File: config.mk
export PLATFORM = sky130hd
export DESIGN_NAME = cvrd_resq
export DESIGN_NICKNAME = d
export VERILOG_FILES = /design/src/sv/cvrd_pkg.sv /design/src/sv/cvrd_resq.sv
export SDC_FILE = /design/constraint.sdc
export NUM_CORES = 1
export LEC_CHECK = 0
export BUFFER_PORTS_ARGS = -buffer_cell sky130_fd_sc_hd__buf_2
export CAP_MARGIN = 20
export CORE_ASPECT_RATIO = 0.5
export CORE_MARGIN = 3
export CORE_UTILIZATION = 40
export DETAILED_ROUTE_END_ITERATION = 8
export PLACE_DENSITY = 0.63
export SYNTH_ARGS = -nofsm -noshare
export SYNTH_HDL_FRONTEND = slang
export SYNTH_SLANG_ARGS = --single-unit
File: constraint.sdc
create_clock -name i_clk -period 5.15 [get_ports i_clk]
set_input_delay 0.515 -clock i_clk [delete_from_list [all_inputs] [get_ports i_clk]]
set_output_delay 0.515 -clock i_clk [all_outputs]
set_load 0.02 [all_outputs]
File: src/sv/cvrd_pkg.sv
// Shared constants, types and helper functions of the cardiac voxel step core.
// Used by every module in this folder except cvrd_ram; no dependencies of its own.
`timescale 1ns / 1ps
`default_nettype none
package cvrd_pkg;

    localparam int unsigned VOXELS   = 1024;
    localparam int unsigned VOX_W    = $clog2(VOXELS);
    localparam int unsigned NB_SLOTS = 18;
    localparam int unsigned TN_SLOTS = 9;
    localparam int unsigned WT_SLOTS = 15;
    localparam int unsigned PR_SLOTS = 5;
    localparam int unsigned SLOT_W   = 5;

    localparam int unsigned NB_DEPTH = VOXELS * NB_SLOTS;
    localparam int unsigned TN_DEPTH = VOXELS * TN_SLOTS;
    localparam int unsigned WT_DEPTH = VOXELS * WT_SLOTS;
    localparam int unsigned PR_DEPTH = VOXELS * PR_SLOTS;
    localparam int unsigned VB_DEPTH = 2 * VOXELS;
    localparam int unsigned NB_AW    = $clog2(NB_DEPTH);
    localparam int unsigned TN_AW    = $clog2(TN_DEPTH);
    localparam int unsigned WT_AW    = $clog2(WT_DEPTH);
    localparam int unsigned PR_AW    = $clog2(PR_DEPTH);
    localparam int unsigned VB_AW    = $clog2(VB_DEPTH);

    localparam int unsigned FRAC  = 20;
    localparam int unsigned CFG_W = 31;
    localparam int unsigned CNT_W = VB_AW;

    localparam logic signed [31:0] ONE_Q    = 32'sd1048576;
    localparam logic [CFG_W-1:0]   DT_RESET = 31'd1048;
    localparam logic [CFG_W-1:0]   DS_RESET = 31'd262144;

    localparam logic signed [65:0] SAT_MAX = 66'sd2147483647;
    localparam logic signed [65:0] SAT_MIN = -66'sd2147483648;

    localparam int unsigned CFG_IDX_W = 2;
    localparam logic [CFG_IDX_W-1:0] CFG_TIME_STEP  = 2'd0;
    localparam logic [CFG_IDX_W-1:0] CFG_DIFF_SCALE = 2'd1;

    localparam logic [2:0] OP_LD_NB  = 3'd0;
    localparam logic [2:0] OP_LD_TN  = 3'd1;
    localparam logic [2:0] OP_LD_PR  = 3'd2;
    localparam logic [2:0] OP_PREP   = 3'd3;
    localparam logic [2:0] OP_UPDATE = 3'd4;

    localparam int unsigned P_RIN    = 0;
    localparam int unsigned P_ROUT   = 1;
    localparam int unsigned P_ROPEN  = 2;
    localparam int unsigned P_RCLOSE = 3;
    localparam int unsigned P_VGATE  = 4;

    localparam int unsigned CMDQ_DEPTH = 4;
    localparam int unsigned RESQ_DEPTH = 2;

    localparam int unsigned PREP_READS = 18;
    localparam int unsigned UPD_READS  = 2 * WT_SLOTS;
    localparam int unsigned MUL_STEPS  = 9;

    localparam logic [4:0] DIAG_A [6] = '{5'd6, 5'd7, 5'd14, 5'd15, 5'd10, 5'd11};
    localparam logic [4:0] DIAG_B [6] = '{5'd8, 5'd9, 5'd16, 5'd17, 5'd12, 5'd13};
    localparam logic [3:0] DIAG_K [6] = '{4'd1, 4'd1, 4'd2, 4'd2, 4'd5, 4'd5};
    localparam logic [3:0] AXIS_K [6] = '{4'd0, 4'd0, 4'd4, 4'd4, 4'd8, 4'd8};
    localparam logic [4:0] PAIR_A [6] = '{5'd6, 5'd9, 5'd14, 5'd17, 5'd10, 5'd13};
    localparam logic [4:0] PAIR_B [6] = '{5'd8, 5'd7, 5'd16, 5'd15, 5'd12, 5'd11};

    typedef enum logic [2:0] {
        K_LD_NB,
        K_LD_TN,
        K_LD_PR,
        K_PREP,
        K_UPDATE
    } t_kind;

    typedef enum logic [3:0] {
        S_CLEAR,
        S_IDLE,
        S_LOAD,
        S_GATHER,
        S_FETCH,
        S_PWRITE,
        S_DIFF,
        S_MUL,
        S_WRITE
    } t_state;

    typedef struct packed {
        t_kind              kind;
        logic [VOX_W-1:0]   voxel;
        logic [SLOT_W-1:0]  slot;
        logic [VOX_W-1:0]   nb;
        logic signed [31:0] value;
        logic               eos;
    } t_cmd;

    typedef struct packed {
        logic [VOX_W-1:0]   voxel;
        logic signed [31:0] voltage;
        logic signed [31:0] gate;
        logic               step_done;
    } t_result;

    function automatic logic signed [31:0] sat32(input logic signed [65:0] x);
        logic signed [31:0] r;
        if (x > SAT_MAX) begin
            r = 32'sh7fffffff;
        end else if (x < SAT_MIN) begin
            r = -32'sh80000000;
        end else begin
            r = x[31:0];
        end
        return r;
    endfunction

    function automatic logic signed [31:0] qres(input logic signed [65:0] p);
        return sat32(p >>> FRAC);
    endfunction

    function automatic logic [NB_AW-1:0] nb_addr(input logic [VOX_W-1:0] v,
                                                  input logic [SLOT_W-1:0] s);
        return NB_AW'(v) * NB_AW'(NB_SLOTS) + NB_AW'(s);
    endfunction

    function automatic logic [TN_AW-1:0] tn_addr(input logic [VOX_W-1:0] v,
                                                  input logic [SLOT_W-1:0] s);
        return TN_AW'(v) * TN_AW'(TN_SLOTS) + TN_AW'(s);
    endfunction

    function automatic logic [WT_AW-1:0] wt_addr(input logic [VOX_W-1:0] v,
                                                  input logic [SLOT_W-1:0] s);
        return WT_AW'(v) * WT_AW'(WT_SLOTS) + WT_AW'(s);
    endfunction

    function automatic logic [PR_AW-1:0] pr_addr(input logic [VOX_W-1:0] v,
                                                  input logic [SLOT_W-1:0] s);
        return PR_AW'(v) * PR_AW'(PR_SLOTS) + PR_AW'(s);
    endfunction

    // Cross-sum fetch order: read j covers weight 6+m, neighbour q.
    function automatic logic [1:0] prep_m(input logic [4:0] j);
        logic [1:0] m;
        if (j >= 5'd12) begin
            m = 2'd2;
        end else if (j >= 5'd6) begin
            m = 2'd1;
        end else begin
            m = 2'd0;
        end
        return m;
    endfunction

    function automatic logic [4:0] prep_q(input logic [4:0] j);
        return j - 5'(prep_m(j)) * 5'd6;
    endfunction

    function automatic logic [3:0] prep_k(input logic [4:0] j);
        logic [4:0] q;
        q = prep_q(j);
        return 4'(prep_m(j)) + 4'd3 * 4'(q[2:1]);
    endfunction

    // Update fetch order: two reads per diffusion term, operand a then b.
    function automatic logic [4:0] upd_slot(input logic [4:0] c);
        logic [3:0] i;
        logic [3:0] t;
        logic [4:0] s;
        i = c[4:1];
        t = i - 4'd9;
        if (i < 4'd6) begin
            s = 5'(i);
        end else if (i < 4'd9) begin
            s = {i - 4'd6, c[0]};
        end else begin
            s = c[0] ? PAIR_B[t[2:0]] : PAIR_A[t[2:0]];
        end
        return s;
    endfunction

    function automatic logic [3:0] wt_k(input logic [3:0] s);
        logic [3:0] t;
        logic [3:0] k;
        t = s - 4'd9;
        if (s < 4'd6) begin
            k = AXIS_K[s[2:0]];
        end else if (s >= 4'd9) begin
            k = DIAG_K[t[2:0]];
        end else begin
            k = 4'd0;
        end
        return k;
    endfunction

endpackage
`default_nettype wire

File: src/sv/cvrd_resq.sv
// Result queue between the back end and the output handshake.
// Depends on cvrd_pkg.
`timescale 1ns / 1ps
`default_nettype none
module cvrd_resq (
    input  wire logic        i_clk,
    input  wire logic        i_rst_n,
    input  wire logic        i_push,
    input  cvrd_pkg::t_result i_res,
    output logic             o_full,
    output logic             o_empty,
    input  wire logic        i_pop,
    output cvrd_pkg::t_result o_res
);
    import cvrd_pkg::*;

    localparam int unsigned QA_W = $clog2(RESQ_DEPTH);
    localparam int unsigned QC_W = $clog2(RESQ_DEPTH + 1);

    t_result         r_q [RESQ_DEPTH];
    logic [QA_W-1:0] r_wp, r_rp;
    logic [QC_W-1:0] r_cnt;
    logic            w_enq, w_deq;

    assign o_full  = r_cnt == QC_W'(RESQ_DEPTH);
    assign o_empty = r_cnt == '0;
    assign w_enq   = i_push && !o_full;
    assign w_deq   = i_pop && !o_empty;
    assign o_res   = r_q[r_rp];

    always_ff @(posedge i_clk) begin
        if (!i_rst_n) begin
            r_wp  <= '0;
            r_rp  <= '0;
            r_cnt <= '0;
        end else begin
            r_cnt <= r_cnt + QC_W'(w_enq) - QC_W'(w_deq);
            if (w_enq) begin
                r_wp <= r_wp + 1'b1;
            end
            if (w_deq) begin
                r_rp <= r_rp + 1'b1;
            end
        end
    end

    always_ff @(posedge i_clk) begin
        if (w_enq) begin
            r_q[r_wp] <= i_res;
        end
    end
endmodule
`default_nettype wire

==> qor.csv <==
stage,metric,value,unit
clock_tree,hold_buffers,0,
floorplanning,fp.dieH,91.5,um
setup_path,critPathKind,register to output port,
routing,vias_per_cell,4.54,
sta,tightestPinTransition,1060,ps
setup_path,critical_path_arrival,2430,ps
place,dp.cells,601,
grt,grt_pass1_vias,2971,
layout,fill_cells,1172,
layout,n_antenna_cell,0,
yosys,synth_area_leaders,"edfxtp_1 (77%), mux2_4 (13%), mux2_2 (4.8%)",
floorplanning,io_pins,156,
sta,finalHoldViolations,0,
grt,grt_usage,13.1,%
routing,ant_nets,0,
grt,grt_pass1_wl,16100,um
grt,overflow,0,
yosys,yosys_warnings,0,
sta,finalSetupTns,0,ps
setup_path,critPathLaunchType,register,
clock_tree,clockBufferDepth,2,
sta,period_minus_slack,2940,ps
yosys,synth_top_area_share,77.0,%
clock_tree,htreeDepth,4,
setup_path,crit_path_end_kind,output port,
yosys,synth_most_common_cell,edfxtp_1,
sta,final-setup-viol-count,0,
place,postPlaceCellArea,6820,sq um
grt,grt_max_degree,76,
clock_tree,path_clk_slew,60,ps
yosys,synth_seq_area_share,78.7,%
clock_tree,clock_latency,400,ps
yosys,ys.flop_type,edfxtp_1,
yosys,ys_ff_latch,155,
clock_tree,numClockSinks,155,
setup_path,worstPathMaxFanout,52,
outcome,outcome,"complete, no violations",
routing,dr.pass1.iters,5,
place,hpwlAfterDp,6670,um
yosys,synth_fp_nets,341,
floorplanning,die_x,177,um
sta,finalCritPeriodShare,57.1,%
layout,area_growth,26.6,%
clock_tree,cts-root-buf,clkbuf_16,
worst_hold_path,hp-class,input port to register,
place,gp_congestion,0.703,
pwr,powerDensity,547,nW/um^2
floorplanning,core,13900,sq um
yosys,synth_top_cell_by_area,edfxtp_1,
routing,drc,0,
sta,fmax,340,MHz
clock_tree,cts.repair.resized,0,
job,cap_violations,0,
floorplanning,fp-row-count,30,
clock_tree,postCtsSetupBuffers,0,
sta,grt_setup_unrepaired,no,
floorplanning,die_area,16200,sq um
yosys,syn_avg_cell_area,22.5,sq um
yosys,async_reset_ff_share,0,%
sta,slew_headroom,29.6,%
clock_tree,cts_buffers,17,
grt,antenna_found_initial,2,
setup_path,cpMaxStageDelayCell,dfxtp_4,
layout,final_cell_count_no_fill,633,
pwr,power.leakage,2.88,nW
routing,wirelength,10400,um
yosys,synth_area,5850,sq um
setup_path,cp_data_required_time,4640,ps
yosys,synth-edff-count,150,
place,port_buffers,155,
setup_path,path_buf_inv,2,
yosys,yosysUniqueCellTypes,18,
pwr,ir_worst_vdd,0.446,mV
routing,drt-initial-drc-count,127,
sta,slew_viol_final,0,
layout,design_area,7400,sq um
routing,wl_per_cell,16.4,um
routing,vias,2872,
sta,skew,12.9,ps
setup_path,path_delay_family,flip-flops,
setup_path,slowest_delay,900,ps
clock_tree,cts_tree,done,
layout,drive_gt1_share,60.1,%
setup_path,path_cells,"buf_4, mux2_2, buf_2",
yosys,synthCells,260,
layout,postLayoutCoreUtil,53.2,%
floorplanning,start_util,42.0,%
yosys,synth_common_cells,"edfxtp_1 (150), mux2_4 (50), mux2_2 (25)",
layout,fin_nets,510,
## power by group
part	leakage [nW]	switching (mW)	internal (mW)	total [mW]
Sequential	1.44	0.123	1.63	1.75
Clock	0.269	0.464	0.708	1.17
Combinational	1.17	0.616	0.510	1.13
Total	2.88	1.20	2.85	4.05
## metal layers
layer  vias up  global-route usage (%)  wire, um
met2        56                    23.5      5770
li1       1359                       -         -
met1      1445                    15.1      4120
met5         -                       0        21
met4         4                    4.83        71
met3         8                    3.38       396
## path summary, 6_finish.rpt
kind                                start          to  slack (ps)  depth (start not counted)
worst min register to register       r_rp    register         520                          2
worst min-delay path            i_res[16]  r_q[0][16]         300                          1
worst max-delay path             register   o_res[69]        2210                          3
worst max register to register   r_cnt[0]  r_q[0][55]        3130                          4
## sequential cells by signal (all words and copies together) (netlist names), named ones only
name,flops
r_rp,1
r_wp,1
r_cnt,2
r_q,150
## cell usage in the layout (no fill, tap or decap), types with 2 or more instances in the layout
master | Yosys | routed
edfxtp_1 | 150 | 150
buf_2 | 2 | 155
dfxtp_1 | 5 | 4
clkinv_2 | 0 | 5
nand2_1 | 2 | 2
clkbuf_1 | 0 | 2
and2_1 | 2 | 2
nand2b_1 | 2 | 2
buf_4 | 0 | 2
mux2_2 | 25 | 25
nor2_1 | 5 | 4
clkbuf_16 | 0 | 17
ha_1 | 2 | 2
inv_1 | 3 | 3
bufinv_16 | 0 | 2
mux2_4 | 50 | 50
clkinvlp_4 | 0 | 3
## logic make-up after synthesis
group / share of synthesized area [%]
AO/OA/AOI/OAI: 0.128
XOR/XNOR: 0.300
adder cells (fa/ha/maj): 0.428
buffers and inverters: 1.52
flip-flops: 78.7
multiplexers: 17.8
AND/OR/NAND/NOR: 1.07
## area by class of cell
cell class	count	area, sq um	share of cell area (%)
Clock inverter	12	125	1.69
Clock buffer	19	433	5.85
Tap cell	192	240	3.24
Inverter	3	11.3	0.152
Sequential cell	155	4610	62.2
Timing Repair Buffer	158	818	11.1
Multi-Input combinational cell	94	1170	15.8
## metrics by stage
step	setup slack, ps	hold WS (ps)	power [mW]
3_5_place_dp	2560	507	2.93
6_report	2210	298	4.05
3_3_place_gp	2550	494	2.91
5_1_grt	2050	277	4.24
4_1_cts	2130	278	4.11
2_1_floorplan	902	455	2.60
Note: power is estimated with default switching activity, not from simulation.
