File: src/sv/cvrd_pkg.sv
// Shared constants, types and helper functions of the cardiac voxel step core.
// Used by every module in this folder except cvrd_ram; no dependencies of its own.
`timescale 1ns / 1ps
`default_nettype none
package cvrd_pkg;

    localparam int unsigned VOXELS   = 1024;
    localparam int unsigned VOX_W    = $clog2(VOXELS);
    localparam int unsigned NB_SLOTS = 18;
    localparam int unsigned TN_SLOTS = 9;
    localparam int unsigned WT_SLOTS = 15;
    localparam int unsigned PR_SLOTS = 5;
    localparam int unsigned SLOT_W   = 5;

    localparam int unsigned NB_DEPTH = VOXELS * NB_SLOTS;
    localparam int unsigned TN_DEPTH = VOXELS * TN_SLOTS;
    localparam int unsigned WT_DEPTH = VOXELS * WT_SLOTS;
    localparam int unsigned PR_DEPTH = VOXELS * PR_SLOTS;
    localparam int unsigned VB_DEPTH = 2 * VOXELS;
    localparam int unsigned NB_AW    = $clog2(NB_DEPTH);
    localparam int unsigned TN_AW    = $clog2(TN_DEPTH);
    localparam int unsigned WT_AW    = $clog2(WT_DEPTH);
    localparam int unsigned PR_AW    = $clog2(PR_DEPTH);
    localparam int unsigned VB_AW    = $clog2(VB_DEPTH);

    localparam int unsigned FRAC  = 20;
    localparam int unsigned CFG_W = 31;
    localparam int unsigned CNT_W = VB_AW;

    localparam logic signed [31:0] ONE_Q    = 32'sd1048576;
    localparam logic [CFG_W-1:0]   DT_RESET = 31'd1048;
    localparam logic [CFG_W-1:0]   DS_RESET = 31'd262144;

    localparam logic signed [65:0] SAT_MAX = 66'sd2147483647;
    localparam logic signed [65:0] SAT_MIN = -66'sd2147483648;

    localparam int unsigned CFG_IDX_W = 2;
    localparam logic [CFG_IDX_W-1:0] CFG_TIME_STEP  = 2'd0;
    localparam logic [CFG_IDX_W-1:0] CFG_DIFF_SCALE = 2'd1;

    localparam logic [2:0] OP_LD_NB  = 3'd0;
    localparam logic [2:0] OP_LD_TN  = 3'd1;
    localparam logic [2:0] OP_LD_PR  = 3'd2;
    localparam logic [2:0] OP_PREP   = 3'd3;
    localparam logic [2:0] OP_UPDATE = 3'd4;

    localparam int unsigned P_RIN    = 0;
    localparam int unsigned P_ROUT   = 1;
    localparam int unsigned P_ROPEN  = 2;
    localparam int unsigned P_RCLOSE = 3;
    localparam int unsigned P_VGATE  = 4;

    localparam int unsigned CMDQ_DEPTH = 4;
    localparam int unsigned RESQ_DEPTH = 2;

    localparam int unsigned PREP_READS = 18;
    localparam int unsigned UPD_READS  = 2 * WT_SLOTS;
    localparam int unsigned MUL_STEPS  = 9;

    localparam logic [4:0] DIAG_A [6] = '{5'd6, 5'd7, 5'd14, 5'd15, 5'd10, 5'd11};
    localparam logic [4:0] DIAG_B [6] = '{5'd8, 5'd9, 5'd16, 5'd17, 5'd12, 5'd13};
    localparam logic [3:0] DIAG_K [6] = '{4'd1, 4'd1, 4'd2, 4'd2, 4'd5, 4'd5};
    localparam logic [3:0] AXIS_K [6] = '{4'd0, 4'd0, 4'd4, 4'd4, 4'd8, 4'd8};
    localparam logic [4:0] PAIR_A [6] = '{5'd6, 5'd9, 5'd14, 5'd17, 5'd10, 5'd13};
    localparam logic [4:0] PAIR_B [6] = '{5'd8, 5'd7, 5'd16, 5'd15, 5'd12, 5'd11};

    typedef enum logic [2:0] {
        K_LD_NB,
        K_LD_TN,
        K_LD_PR,
        K_PREP,
        K_UPDATE
    } t_kind;

    typedef enum logic [3:0] {
        S_CLEAR,
        S_IDLE,
        S_LOAD,
        S_GATHER,
        S_FETCH,
        S_PWRITE,
        S_DIFF,
        S_MUL,
        S_WRITE
    } t_state;

    typedef struct packed {
        t_kind              kind;
        logic [VOX_W-1:0]   voxel;
        logic [SLOT_W-1:0]  slot;
        logic [VOX_W-1:0]   nb;
        logic signed [31:0] value;
        logic               eos;
    } t_cmd;

    typedef struct packed {
        logic [VOX_W-1:0]   voxel;
        logic signed [31:0] voltage;
        logic signed [31:0] gate;
        logic               step_done;
    } t_result;

    function automatic logic signed [31:0] sat32(input logic signed [65:0] x);
        logic signed [31:0] r;
        if (x > SAT_MAX) begin
            r = 32'sh7fffffff;
        end else if (x < SAT_MIN) begin
            r = -32'sh80000000;
        end else begin
            r = x[31:0];
        end
        return r;
    endfunction

    function automatic logic signed [31:0] qres(input logic signed [65:0] p);
        return sat32(p >>> FRAC);
    endfunction

    function automatic logic [NB_AW-1:0] nb_addr(input logic [VOX_W-1:0] v,
                                                  input logic [SLOT_W-1:0] s);
        return NB_AW'(v) * NB_AW'(NB_SLOTS) + NB_AW'(s);
    endfunction

    function automatic logic [TN_AW-1:0] tn_addr(input logic [VOX_W-1:0] v,
                                                  input logic [SLOT_W-1:0] s);
        return TN_AW'(v) * TN_AW'(TN_SLOTS) + TN_AW'(s);
    endfunction

    function automatic logic [WT_AW-1:0] wt_addr(input logic [VOX_W-1:0] v,
                                                  input logic [SLOT_W-1:0] s);
        return WT_AW'(v) * WT_AW'(WT_SLOTS) + WT_AW'(s);
    endfunction

    function automatic logic [PR_AW-1:0] pr_addr(input logic [VOX_W-1:0] v,
                                                  input logic [SLOT_W-1:0] s);
        return PR_AW'(v) * PR_AW'(PR_SLOTS) + PR_AW'(s);
    endfunction

    // Cross-sum fetch order: read j covers weight 6+m, neighbour q.
    function automatic logic [1:0] prep_m(input logic [4:0] j);
        logic [1:0] m;
        if (j >= 5'd12) begin
            m = 2'd2;
        end else if (j >= 5'd6) begin
            m = 2'd1;
        end else begin
            m = 2'd0;
        end
        return m;
    endfunction

    function automatic logic [4:0] prep_q(input logic [4:0] j);
        return j - 5'(prep_m(j)) * 5'd6;
    endfunction

    function automatic logic [3:0] prep_k(input logic [4:0] j);
        logic [4:0] q;
        q = prep_q(j);
        return 4'(prep_m(j)) + 4'd3 * 4'(q[2:1]);
    endfunction

    // Update fetch order: two reads per diffusion term, operand a then b.
    function automatic logic [4:0] upd_slot(input logic [4:0] c);
        logic [3:0] i;
        logic [3:0] t;
        logic [4:0] s;
        i = c[4:1];
        t = i - 4'd9;
        if (i < 4'd6) begin
            s = 5'(i);
        end else if (i < 4'd9) begin
            s = {i - 4'd6, c[0]};
        end else begin
            s = c[0] ? PAIR_B[t[2:0]] : PAIR_A[t[2:0]];
        end
        return s;
    endfunction

    function automatic logic [3:0] wt_k(input logic [3:0] s);
        logic [3:0] t;
        logic [3:0] k;
        t = s - 4'd9;
        if (s < 4'd6) begin
            k = AXIS_K[s[2:0]];
        end else if (s >= 4'd9) begin
            k = DIAG_K[t[2:0]];
        end else begin
            k = 4'd0;
        end
        return k;
    endfunction

endpackage
`default_nettype wire

File: src/sv/cvrd_front.sv
// Front end: accepts input items, drops meaningless ones, queues commands.
// Depends on cvrd_pkg.
`timescale 1ns / 1ps
`default_nettype none
module cvrd_front (
    input  wire logic                       i_clk,
    input  wire logic                       i_rst_n,
    input  wire logic                       push,
    output logic                            full,
    input  wire logic [2:0]                 i_op,
    input  wire logic [cvrd_pkg::VOX_W-1:0] i_voxel,
    input  wire logic [4:0]                 i_slot,
    input  wire logic [cvrd_pkg::VOX_W-1:0] i_neighbour_index,
    input  wire logic signed [31:0]         i_load_value,
    input  wire logic signed [31:0]         i_stimulus,
    input  wire logic                       i_end_of_step,
    input  wire logic                       i_hold,
    output cvrd_pkg::t_cmd                  o_cmd,
    output logic                            o_cmd_valid,
    input  wire logic                       i_cmd_pop
);
    import cvrd_pkg::*;

    localparam int unsigned QA_W = $clog2(CMDQ_DEPTH);
    localparam int unsigned QC_W = $clog2(CMDQ_DEPTH + 1);

    t_cmd            r_q [CMDQ_DEPTH];
    logic [QA_W-1:0] r_wp, r_rp;
    logic [QC_W-1:0] r_cnt, n_cnt;
    t_cmd            w_cmd;
    logic            w_keep;
    logic            w_enq;

    always_comb begin
        w_cmd       = '0;
        w_cmd.voxel = i_voxel;
        w_cmd.slot  = i_slot;
        w_cmd.nb    = (32'(i_neighbour_index) < VOXELS) ? i_neighbour_index : '0;
        w_cmd.value = i_load_value;
        w_cmd.eos   = i_end_of_step;
        w_keep      = 32'(i_voxel) < VOXELS;
        unique case (i_op)
            OP_LD_NB: begin
                w_cmd.kind = K_LD_NB;
                w_keep     = w_keep && (32'(i_slot) < NB_SLOTS);
            end
            OP_LD_TN: begin
                w_cmd.kind = K_LD_TN;
                w_keep     = w_keep && (32'(i_slot) < TN_SLOTS);
            end
            OP_LD_PR: begin
                w_cmd.kind = K_LD_PR;
                w_keep     = w_keep && (32'(i_slot) < PR_SLOTS);
            end
            OP_PREP: begin
                w_cmd.kind = K_PREP;
            end
            OP_UPDATE: begin
                w_cmd.kind  = K_UPDATE;
                w_cmd.value = i_stimulus;
            end
            default: begin
                w_cmd.kind = K_PREP;
                w_keep     = 1'b0;
            end
        endcase
    end

    assign full        = (r_cnt == QC_W'(CMDQ_DEPTH)) || i_hold;
    assign w_enq       = push && !full && w_keep;
    assign o_cmd_valid = r_cnt != '0;
    assign o_cmd       = r_q[r_rp];
    assign n_cnt       = r_cnt + QC_W'(w_enq) - QC_W'(i_cmd_pop && o_cmd_valid);

    always_ff @(posedge i_clk) begin
        if (!i_rst_n) begin
            r_wp  <= '0;
            r_rp  <= '0;
            r_cnt <= '0;
        end else begin
            r_cnt <= n_cnt;
            if (w_enq) begin
                r_wp <= r_wp + 1'b1;
            end
            if (i_cmd_pop && o_cmd_valid) begin
                r_rp <= r_rp + 1'b1;
            end
        end
    end

    always_ff @(posedge i_clk) begin
        if (w_enq) begin
            r_q[r_wp] <= w_cmd;
        end
    end
endmodule
`default_nettype wire

File: config.mk
export PLATFORM = sky130hd
export DESIGN_NAME = cvrd_front
export DESIGN_NICKNAME = d
export VERILOG_FILES = /design/src/sv/cvrd_pkg.sv /design/src/sv/cvrd_front.sv
export SDC_FILE = /design/constraint.sdc
export NUM_CORES = 1
export LEC_CHECK = 0
export BUFFER_PORTS_ARGS = -buffer_cell sky130_fd_sc_hd__buf_2
export CAP_MARGIN = 20
export CORE_ASPECT_RATIO = 1.75
export CORE_UTILIZATION = 51
export DETAILED_ROUTE_END_ITERATION = 8
export PLACE_DENSITY_LB_ADDON = 0.3
export SYNTH_ARGS = -nofsm -noshare
export SYNTH_HDL_FRONTEND = slang
export SYNTH_SLANG_ARGS = --single-unit
File: constraint.sdc
create_clock -name i_clk -period 3.71 [get_ports i_clk]
set_clock_uncertainty 0.2 [all_clocks]
set_input_delay 1.113 -clock i_clk [delete_from_list [all_inputs] [get_ports i_clk]]
set_output_delay 1.113 -clock i_clk [all_outputs]
set_load 0.01 [all_outputs]
==> metrics.md, run 1 <==
| Metric | Value |
|---|---|
| Tcrit/Tclk final | `0.9130` |
| Seq pwr share | `0.488` |
| Worst-Skew Late Latency | `a little under 500 ps` |
| Combinational share of power | `0.204` |
| Leak pwr | `a little over 4 nW` |
| VDD IR max | `approximately 0.00045 V` |
| Die extent in x | `between 100 and 150 um` |
| Net Count, Synth | `538` |
| Post-DRT Antenna Nets | `0` |
| Clock power share | `0.309` |
| CP Data Required Time | `around 2400 ps` |
| Die Footprint | `about 20,000 um^2` |
| Seq/Total Area, Yosys | `0.7520` |
| Simple-gate share of the synthesized area | `0.02218` |
| Nets | `722` |
| Mux contribution to synthesized area | `0.1846` |
| CTS max path bufs | `3` |
| Reg-to-Reg End | `r_cnt[2]` |
| Crit path buf inv count | `2` |
| Switching Share | `0.2421` |
| Via count | `a little under 5k` |
| RSZ-0062 raised after global routing | `no` |
| Synth Register Bits | `around 250` |
| Setup violators final | `0` |
| Top FF cell, synth | `edfxtp_1` |
| Clock transition at path regs | `60 ps` |
| Largest family of logic cells by synthesized area | `multiplexers` |
| RR Startpoint | `r_cnt[1]` |
| Post-CTS Setup Repair Bufs | `0` |
| Worst slew margin | `0.6904` |
| Drt via density | `~5.5` |
| Metal-1 WL | `~7000 um` |
| # IOs | `161` |
| CP peak stage delay | `560 ps` |
| Tot Pwr | `a little under 7 mW` |
| HP Start | `r_rp[1]` |
| Initial antenna violation count | `1` |
| Synth cell types | `39` |
| Pin count of the biggest net entering global routing | `52` |
| Max cap viols | `0` |
| Total of fill cells in the finished design | `approximately 1.4k` |
| Hold path depth | `2` |
| Crit-path max FO | `32` |
| # rows | `67` |
| P per Cell Area | `~570 nW/um^2` |
| Initial core utilization | `0.5200` |
| R2R depth | `12` |
| Crit. End Element | `output pin` |
| Adder-cell share of the synthesized area | `0.009525` |
| Max Slew Vio Count | `0` |
| Post-CTS Resized | `0` |
| Critical path class | `reg2out` |
| HP Class | `reg2reg` |
| Final hold vios | `0` |
| XOR/XNOR Fraction of Synth Area | `0.003509` |
| Most frequent cells in the layout | `edfxtp_1, buf_2, mux4_2` |
| PortBufs | `160` |
| FF+latch area | `7512 um^2` |
| Async SR Flop Fraction | `0` |
| Number of synthesized flops with an enable pin | `~240` |
| Hold slack | `between 300 and 400 ps` |
| Syn Area/Cell | `23.06 um^2` |
| Syn Inst Count | `~430` |
| Startpoint Class | `register` |
| HPWL Detailed | `roughly 12,000 um` |
| Core outline area | `around 19,000 um^2` |
| Clock net sink count | `about 250` |
| Worst-Margin Slew | `about 460 ps` |
| CTS tree | `built` |
| P_int | `approximately 5 mW` |
| Vias in the first global route | `between 5k and 6k` |
| Grt ovf | `0` |
| Max Clk Rate | `around 0.30 GHz` |
| Final Util | `0.6189` |
| DR WL/cell | `approximately 21 um` |
| GRT Util Overall | `0.1881` |
| Min Tclk post-route | `~3400 ps` |
| Mapped cell area | `roughly 10000 um^2` |
| Cell-by-cell trace of the critical path | `buf_12, mux4_2, buf_2` |
| Top delay family on crit path | `multiplexers` |
| Worst EP arrival | `between 2000 and 2500 ps` |
| Critical Path Slowest Stage Cell | `mux4_2` |
| Final WL | `18,440 um` |
| Compound-Gate Fraction of Synth Area | `0.01491` |
| Yosys warns | `0` |
| First-pass GRT wire length | `between 20,000 and 30,000 um` |
| Total CTS buffers | `21` |
| Max layer used | `met4` |
| Flop-to-flop setup slack | `approximately 900 ps` |
| Commonest non-fill, non-tap cell in the layout | `edfxtp_1` |
| Share of cells above drive strength 1 | `0.5032` |
| Hold bufs inserted after CTS | `0` |
| CTS root buf | `clkbuf_16` |
| Status | `completed` |
| Met2 routed WL | `between 10,000 and 15,000 um` |
| P&R area growth vs syn | `19.01%` |
| DRC violation count after routing | `0` |
| TNS Setup | `0 ps` |
| Footprint of the multi-input gates | `2355 um^2` |
| Die Y | `approximately 190 um` |
| CTS H-tree lvls | `1` |
| Switching pwr | `about 1.6 mW` |
| Routability Congestion | `about 0.76` |
| Drt initial violations | `between 150 and 200` |
| WL met3 | `roughly 700 um` |
| DRT Pass-1 Iters | `4` |
-- per-stage QoR --
step	cell area (um^2)	std cells	setup WS, ps
final	11880	874	322.9
after global routing	11880	874	183.2
after CTS	11880	873	239.4
after detailed placement	11230	835	28.35
after global placement	11230	835	97.86
after floorplan	9988	433	336.4
-- metal layers --
layer	up-vias	track usage
li1	2187	-
met1	2475	0.2189
met2	132	0.3466
met3	35	0.02369
met4	0	0.07271
met5	-	0
-- worst max-delay path by stage --
| stage | startpoint | end | depth (start not counted) |
|---|---|---|---|
| after floorplan | i_op[1] | r_cnt[2] | 12 |
| after global placement | i_op[0] | r_cnt[2] | 13 |
| after detailed placement | i_slot[1] | r_cnt[2] | 13 |
| after CTS | register | o_cmd[40] | 3 |
| after global routing | register | o_cmd[40] | 3 |
| final | register | o_cmd[40] | 3 |
-- synthesized netlist by cell type (all sizes together) (3+ instances only) --
| master | number | share of area |
|---|---|---|
| nand3 | 3 | 0.0015 |
| ha | 6 | 0.0075 |
| mux2 | 32 | 0.047 |
| mux4 | 61 | 0.14 |
| nor2 | 3 | 0.0014 |
| nand2 | 5 | 0.0019 |
| a41oi | 4 | 0.0035 |
| and2 | 13 | 0.0081 |
| xnor2 | 3 | 0.0026 |
| buf | 11 | 0.0080 |
| inv | 6 | 0.0023 |
| edfxtp | 244 | 0.73 |
| dfxtp | 9 | 0.018 |
| clkbuf | 8 | 0.0030 |
-- final cells by class --
type / count / share of cell area
diodes: 1 / 0.0002106
clock buffers: 30 / 0.04876
clock inverters: 8 / 0.005897
inverters: 6 / 0.001896
multi-input cells: 155 / 0.1982
flip-flops and latches: 253 / 0.6323
well taps: 241 / 0.02538
repair buffers: 180 / 0.08741
-- kinds of logic after synthesis --
logic type | count (synthesis)
muxes | 93
DFF | 253
and+or+nand+nor | 35
AOI/OAI and AO/OA | 16
xor gates and xnor gates | 4
buffers and inverters | 25
adders and majority gates | 7
-- registers in the layout, summed over array words and instances, names as in the netlist, named ones only --
name	flops
r_cnt	3
r_wp	2
r_q	244
r_rp	2
-- power groups by stage --
stage	clock (mW)	sequential [mW]	combinational [mW]
3_3_place_gp	0	3.34	1.38
2_1_floorplan	0	3.28	0.952
3_5_place_dp	0	3.35	1.39
4_1_cts	2.13	3.28	1.40
6_report	2.07	3.28	1.37
5_1_grt	2.23	3.29	1.48
-- tightest hold or removal path, delay by kind of cell (launching register included) --
family | cells | cell delay (ps)
xor gates and xnor gates | 1 | 60
DFF | 1 | 320
and+or+nand+nor | 1 | 160
No activity file was read; power rests on OpenSTA's default activity.
==> inputs of run 2 (changes only) <==
--- a/config.mk
+++ b/config.mk
@@ -5,12 +5,14 @@
 export SDC_FILE = /design/constraint.sdc
 export NUM_CORES = 1
 export LEC_CHECK = 0
-export BUFFER_PORTS_ARGS = -buffer_cell sky130_fd_sc_hd__buf_2
+export BUFFER_PORTS_ARGS = -buffer_cell sky130_fd_sc_hd__buf_4
 export CAP_MARGIN = 20
 export CORE_ASPECT_RATIO = 1.75
 export CORE_UTILIZATION = 51
 export DETAILED_ROUTE_END_ITERATION = 8
+export GPL_ROUTABILITY_DRIVEN = 0
 export PLACE_DENSITY_LB_ADDON = 0.3
+export SKIP_LAST_GASP = 1
 export SYNTH_ARGS = -nofsm -noshare
 export SYNTH_HDL_FRONTEND = slang
 export SYNTH_SLANG_ARGS = --single-unit
==> run 2 against run 1 <==
Net effect:
- flip-flop and latch count unchanged
- combinational power up 12%
- clock power up 14%
- setup slack worse by 68 ps
- routed wire length up 3.1%
- count of clock-buffer cells in the layout down 5
- critical path type unchanged
- worst hold slack better by 6.3 ps
- sequential share of layout area down 2.5 points
- fmax down 2.0%
- first-iteration DRC count up 21%
- highest routed layer unchanged
- core utilization up 2.6 points
==> metrics.md, run 2 (same netlist as run 1, synthesis figures left out) <==
| Metric | Value |
|---|---|
| VDD IR max | `0.0004359 V` |
| Max Slew Vio Count | `0` |
| Biggest register | `r_q` |
| Leak pwr | `approximately 4.3 nW` |
| Die Footprint | `between 20,000 and 25,000 um^2` |
| Tcrit/Tclk final | `0.9314` |
| Top flop regs | `r_q x244, r_cnt x3` |
| Status | `completed` |
| Cell-by-cell trace of the critical path | `buf_12, mux4_2, buf_4` |
| Vias in the first global route | `~5.3k` |
| Startpoint Class | `register` |
| Via count | `approximately 4.9k` |
| Placed cell area | `between 10,000 and 15,000 um^2` |
| RSZ-0062 raised after global routing | `no` |
| TNS Setup | `0 ps` |
| Switching pwr | `1.687 mW` |
| P per Cell Area | `579.2 nW/um^2` |
| Max cap viols | `0` |
| Setup violators final | `0` |
| Share of cells above drive strength 1 | `0.5040` |
| P_int | `5.483 mW` |
| Ant. Diodes | `0` |
| Worst slew margin | `0.7045` |
| Critical path class | `reg2out` |
| Hold bufs inserted after CTS | `0` |
| Flop-to-flop setup slack | `920 ps` |
| Post-CTS Setup Repair Bufs | `0` |
| Setup crit end | `o_cmd[60]` |
| Clock net sink count | `about 250` |
| Crit path buf inv count | `2` |
| Crit. End Element | `output pin` |
| PortBufs | `between 150 and 200` |
| HPWL Detailed | `12,450 um` |
| Drt via density | `between 5 and 6` |
| Min Tclk post-route | `3455 ps` |
| R2R depth | `12` |
| CTS tree | `built` |
| # rows | `67` |
| Clock transition at path regs | `about 60 ps` |
| Crit-path max FO | `36` |
| Final Cell Area | `approximately 12,000 um^2` |
| Worst EP arrival | `2140 ps` |
| Commonest non-fill, non-tap cell in the layout | `edfxtp_1` |
| CP Data Required Time | `roughly 2400 ps` |
| Seq pwr share | `0.457` |
| Top delay family on crit path | `multiplexers` |
| Initial antenna violation count | `0` |
| HP Class | `reg2reg` |
| Initial core utilization | `0.5200` |
| First-pass GRT wire length | `around 29,000 um` |
| Total of fill cells in the finished design | `1,268` |
| Drt initial violations | `between 150 and 200` |
| FF+latch area | `7512 um^2` |
| CTS root buf | `clkbuf_16` |
| Combinational share of power | `0.214` |
| Worst-Margin Slew | `~440 ps` |
| DRT Pass-1 Iters | `6` |
| Grt ovf | `0` |
| Max reg flops | `244` |
| DRC violation count after routing | `0` |
| Final hold vios | `0` |
| DR WL/cell | `21.79 um` |
| Switching Share | `0.2353` |
| CP peak stage delay | `~580 ps` |
| GRT Util Overall | `0.1936` |
| Max Clk Rate | `just under 0.3 GHz` |
| Critical path depth in cells | `3` |
| Footprint of the multi-input gates | `2355 um^2` |
| Post-DRT Antenna Nets | `0` |
| Reg-to-Reg End | `r_cnt[2]` |
| P&R area growth vs syn | `23.99%` |
| Die extent in x | `107.8 um` |
| CTS max path bufs | `3` |
| Die Y | `roughly 190 um` |
| Clock power share | `0.329` |
| CTS H-tree lvls | `1` |
| # IOs | `approximately 160` |
| Core outline area | `19,200 um^2` |
| RR Startpoint | `r_cnt[2]` |
| Total CTS buffers | `22` |
| Critical Path Slowest Stage Cell | `mux4_2` |
| Nets | `~700` |
| Pin count of the biggest net entering global routing | `37` |
| Post-CTS Resized | `0` |
| Final WL | `19,000 um` |
| Worst-Skew Late Latency | `about 500 ps` |
| Most frequent cells in the layout | `edfxtp_1, buf_4, mux4_2` |
-- run 2: cell count changes in the layout (fill, tap and decap cells not counted) --
cell	change
buf_12	+1
buf_2	-160
buf_4	+156
bufinv_16	+3
clkbuf_1	-5
clkbuf_16	+2
clkbuf_8	-2
clkinv_1	+4
clkinv_4	+1
diode_2	-1
inv_6	-1
-- run 2: power by group through the flow --
stage	sequential [mW]	combinational [mW]	clock, mW
finish	3.28	1.53	2.36
global route	3.29	1.63	2.49
CTS	3.28	1.56	2.39
detailed placement	3.35	1.55	0
global placement	3.34	1.54	0
floorplan	3.28	0.952	0
-- run 2: layout make-up --
cell class                      instances  share of cell area
Timing Repair Buffer                  177              0.1154
Multi-Input combinational cell        155              0.1902
Clock inverter                         15             0.01415
Tap cell                              241             0.02436
Sequential cell                       253              0.6069
Clock buffer                           25             0.04710
Inverter                                6            0.001819
-- run 2: worst min-delay path, stage by stage (launching register included) --
cell and delay [ps]:
dfxtp_1 330, xnor2_1 70, and2_1 150
-- run 2: worst min-delay path by stage --
stage            start        to  slack [ps]  cells after the start
3_5_place_dp   r_rp[1]  register         380                      2
3_3_place_gp   r_rp[1]  register         370                      2
4_1_cts        r_rp[1]  register         390                      2
6_report       r_rp[1]  register         390                      2
5_1_grt        r_rp[1]  register         420                      2
2_1_floorplan  r_rp[1]  register         350                      2
-- run 2: per-layer routing --
metal,GRT usage,vias to the layer above,part of all wire
li1,-,2166,-
met1,0.2224,2556,0.36
met2,0.3720,163,0.58
met3,0.02300,29,0.040
met4,0.05005,0,0.018
met5,0,-,0
-- run 2: per-stage QoR --
stage	power (mW)	instances	worst slack [ps]	util	hold WS [ps]
after detailed placement	4.898	832	38.68	0.6053	379.8
final	7.169	872	254.6	0.6448	391.4
after floorplan	4.234	433	336.4	-	350.4
after CTS	7.242	872	194.8	0.6448	393.4
after global placement	4.879	832	115.4	0.6053	369.9
after global routing	7.409	872	137.0	0.6448	420.8
==> inputs of run 3 (changes only) <==
--- a/config.mk
+++ b/config.mk
@@ -5,6 +5,7 @@
 export SDC_FILE = /design/constraint.sdc
 export NUM_CORES = 1
 export LEC_CHECK = 0
+export ABC_AREA = 1
 export BUFFER_PORTS_ARGS = -buffer_cell sky130_fd_sc_hd__buf_4
 export CAP_MARGIN = 20
 export CORE_ASPECT_RATIO = 1.75
==> run 3 against run 2 <==
Net effect:
- worst hold slack got worse by 80 ps
- core utilization decreased by 1.1 points
- fmax decreased by 4.4%
- synthesized area increased by 0.46%
- non-clock buffer count increased by 2
- register-to-register slack improved by 280 ps
==> metrics.md, run 3 <==
| Metric | Value |
|---|---|
| CTS root buf | `clkbuf_16` |
| Leak pwr | `4.498 nW` |
| GRT Util Overall | `0.2233` |
| Crit. End Element | `output pin` |
| Die extent in x | `roughly 110 um` |
| Max Clk Rate | `between 0.2 and 0.3 GHz` |
| Mapped cell area | `between 10,000 and 15,000 um^2` |
| P per Cell Area | `approximately 580 nW/um^2` |
| Top delay family on crit path | `buffers and inverters` |
| RSZ-0062 raised after global routing | `no` |
| Grt ovf | `0` |
| Flop-to-flop setup slack | `1200 ps` |
| Largest area contributor in the netlist | `edfxtp_1` |
| Worst slew margin | `0.5250` |
| Biggest register | `r_q` |
| DRC violation count after routing | `0` |
| Critical path class | `reg2out` |
| Synth Register Bits | `roughly 250` |
| First-pass GRT wire length | `34,250 um` |
| Syn Inst Count | `782` |
| Worst-Skew Late Latency | `between 400 and 500 ps` |
| RR Startpoint | `r_cnt[1]` |
| Most frequent cells after synthesis | `edfxtp_1, nor2_1, nand2_1, o21ai_0, o22ai_1` |
| Commonest non-fill, non-tap cell in the layout | `edfxtp_1` |
| CTS max path bufs | `3` |
| Tcrit/Tclk final | `0.9744` |
| Final hold vios | `0` |
| # rows | `67` |
| Final Util | `0.6342` |
| Yosys warns | `0` |
| Initial core utilization | `0.5225` |
| Net Count, Synth | `roughly 900` |
| Most frequent cells in the layout | `edfxtp_1, buf_4, nor2_1` |
| Top FF cell, synth | `edfxtp_1` |
| Share of cells above drive strength 1 | `0.2314` |
| Number of synthesized flops with an enable pin | `244` |
| Post-CTS Setup Repair Bufs | `0` |
| Critical Path Slowest Stage Cell | `dfxtp_2` |
| Die Y | `between 150 and 200 um` |
| Crit path buf inv count | `2` |
| TNS Setup | `0 ps` |
| Synth cell types | `23` |
| Final WL | `21,850 um` |
| Hold bufs inserted after CTS | `0` |
| DRT Pass-1 Iters | `5` |
| Total CTS buffers | `22` |
| Startpoint Class | `register` |
| P&R area growth vs syn | `21.38%` |
| PortBufs | `160` |
| Status | `completed` |
| Synth area leaders | `edfxtp_1, nor2_1, o21ai_0, nand2_1, o22ai_1` |
| CTS tree | `built` |
| Initial antenna violation count | `0` |
| Syn Area/Cell | `roughly 13 um^2` |
| Drt initial violations | `around 360` |
| Seq/Total Area, Yosys | `0.7485` |
| Post-DRT Antenna Nets | `0` |
| HP Class | `reg2reg` |
| Die Footprint | `20,250 um^2` |
| Drt via density | `5.452` |
| # IOs | `around 160` |
| CP Data Required Time | `between 2000 and 2500 ps` |
| Max reg flops | `about 240` |
| Post-CTS Resized | `0` |
| CTS H-tree lvls | `1` |
| Min Tclk post-route | `between 3000 and 4000 ps` |
| VDD IR max | `between 0.0003 and 0.0004 V` |
| Clock transition at path regs | `around 60 ps` |
| Crit-path most repeated cell | `buf_4` |
| Setup violators final | `0` |
| Worst-Margin Slew | `just over 700 ps` |
| DR WL/cell | `18.27 um` |
| Core outline area | `about 19,000 um^2` |
| Top flop regs | `r_q x244, r_cnt x3` |
| Synth top area share | `0.7305` |
| Ant. Diodes | `0` |
| Max Slew Vio Count | `0` |
| Clock net sink count | `about 250` |
| Max cap viols | `0` |
| Worst EP arrival | `between 2000 and 2500 ps` |
| HP Start | `r_rp[1]` |
| Most numerous cell in the Yosys netlist | `edfxtp_1` |
| Async SR Flop Fraction | `0` |
| Via count | `6,521` |
| Vias in the first global route | `approximately 6.6k` |
| Nets | `roughly 1.0k` |
| Crit-path max FO | `47` |
| Cell-by-cell trace of the critical path | `buf_4, o21ai_0, o22ai_1, buf_4` |
| HPWL Detailed | `about 13,000 um` |
| CP peak stage delay | `550 ps` |
| Pin count of the biggest net entering global routing | `50` |
## run 3: changes by cell type after synthesis, moves of 15 or more
cell     previous run  this run
inv_1               6        21
mux2_4             29         0
mux4_2             61         0
nand2_1             5       112
nor2_1              2       136
o21ai_0             2        97
o21ai_1             0        31
o22ai_1             0        61
## run 3: cells by family after synthesis
kind of cell | share of synthesized area
AO/OA/AOI/OAI | 0.1058
buffers and inverters | 0.03755
adder cells (fa/ha/maj) | 0.009481
AND/OR/NAND/NOR | 0.09780
XOR/XNOR | 0.0008734
flip-flops | 0.7485
## run 3: final timing paths
path	cells past startpoint	end
max	4	o_cmd[7]
min	2	register
max reg2reg	12	r_cnt[2]
min reg2reg	2	register
## run 3: report_power, final
group	switching [mW]	internal (mW)
combinational	0.968	0.683
clock	0.931	1.21
sequential	0.0728	3.22
total	1.97	5.11
## run 3: stage by stage
step	setup slack, ps	area [um^2]	std cells	power (mW)	hold WS (ps)
global placement	376.7	11500	1157	4.986	259.1
floorplan	-138.1	10040	782	4.278	241.5
CTS	122.0	12170	1196	7.138	312.5
finish	95.13	12170	1196	7.080	311.1
global route	6.370	12170	1196	7.398	349.9
detailed placement	273.9	11500	1157	5.020	272.2
## run 3: area by class of cell
cell class	instances	area, um^2
clock buffer	31	605.6
clock inverter	8	63.81
fill	1401	7023
inverter	25	96.34
multi-input combinational	459	2176
sequential	253	7512
tap	241	301.5
timing repair buffer	179	1419
## run 3: metal layers
| layer | up-vias | track usage | routed length [um] |
|---|---|---|---|
| met5 | - | 0 | 0 |
| met4 | 0 | 0.07640 | 577 |
| met3 | 34 | 0.02920 | 1080 |
| met2 | 203 | 0.4170 | 12320 |
| met1 | 3155 | 0.2559 | 7864 |
| li1 | 3129 | - | - |
## run 3: worst reg2reg max path: stages (launching register included)
cell and delay, ps:
dfxtp_1 420, inv_2 70, a31o_2 230, nor2_4 150
nand2_2 80, ha_1 280, inv_1 50, ha_1 130
inv_1 50, fa_1 370, xor2_1 160, o21ai_0 160
a21oi_1 60
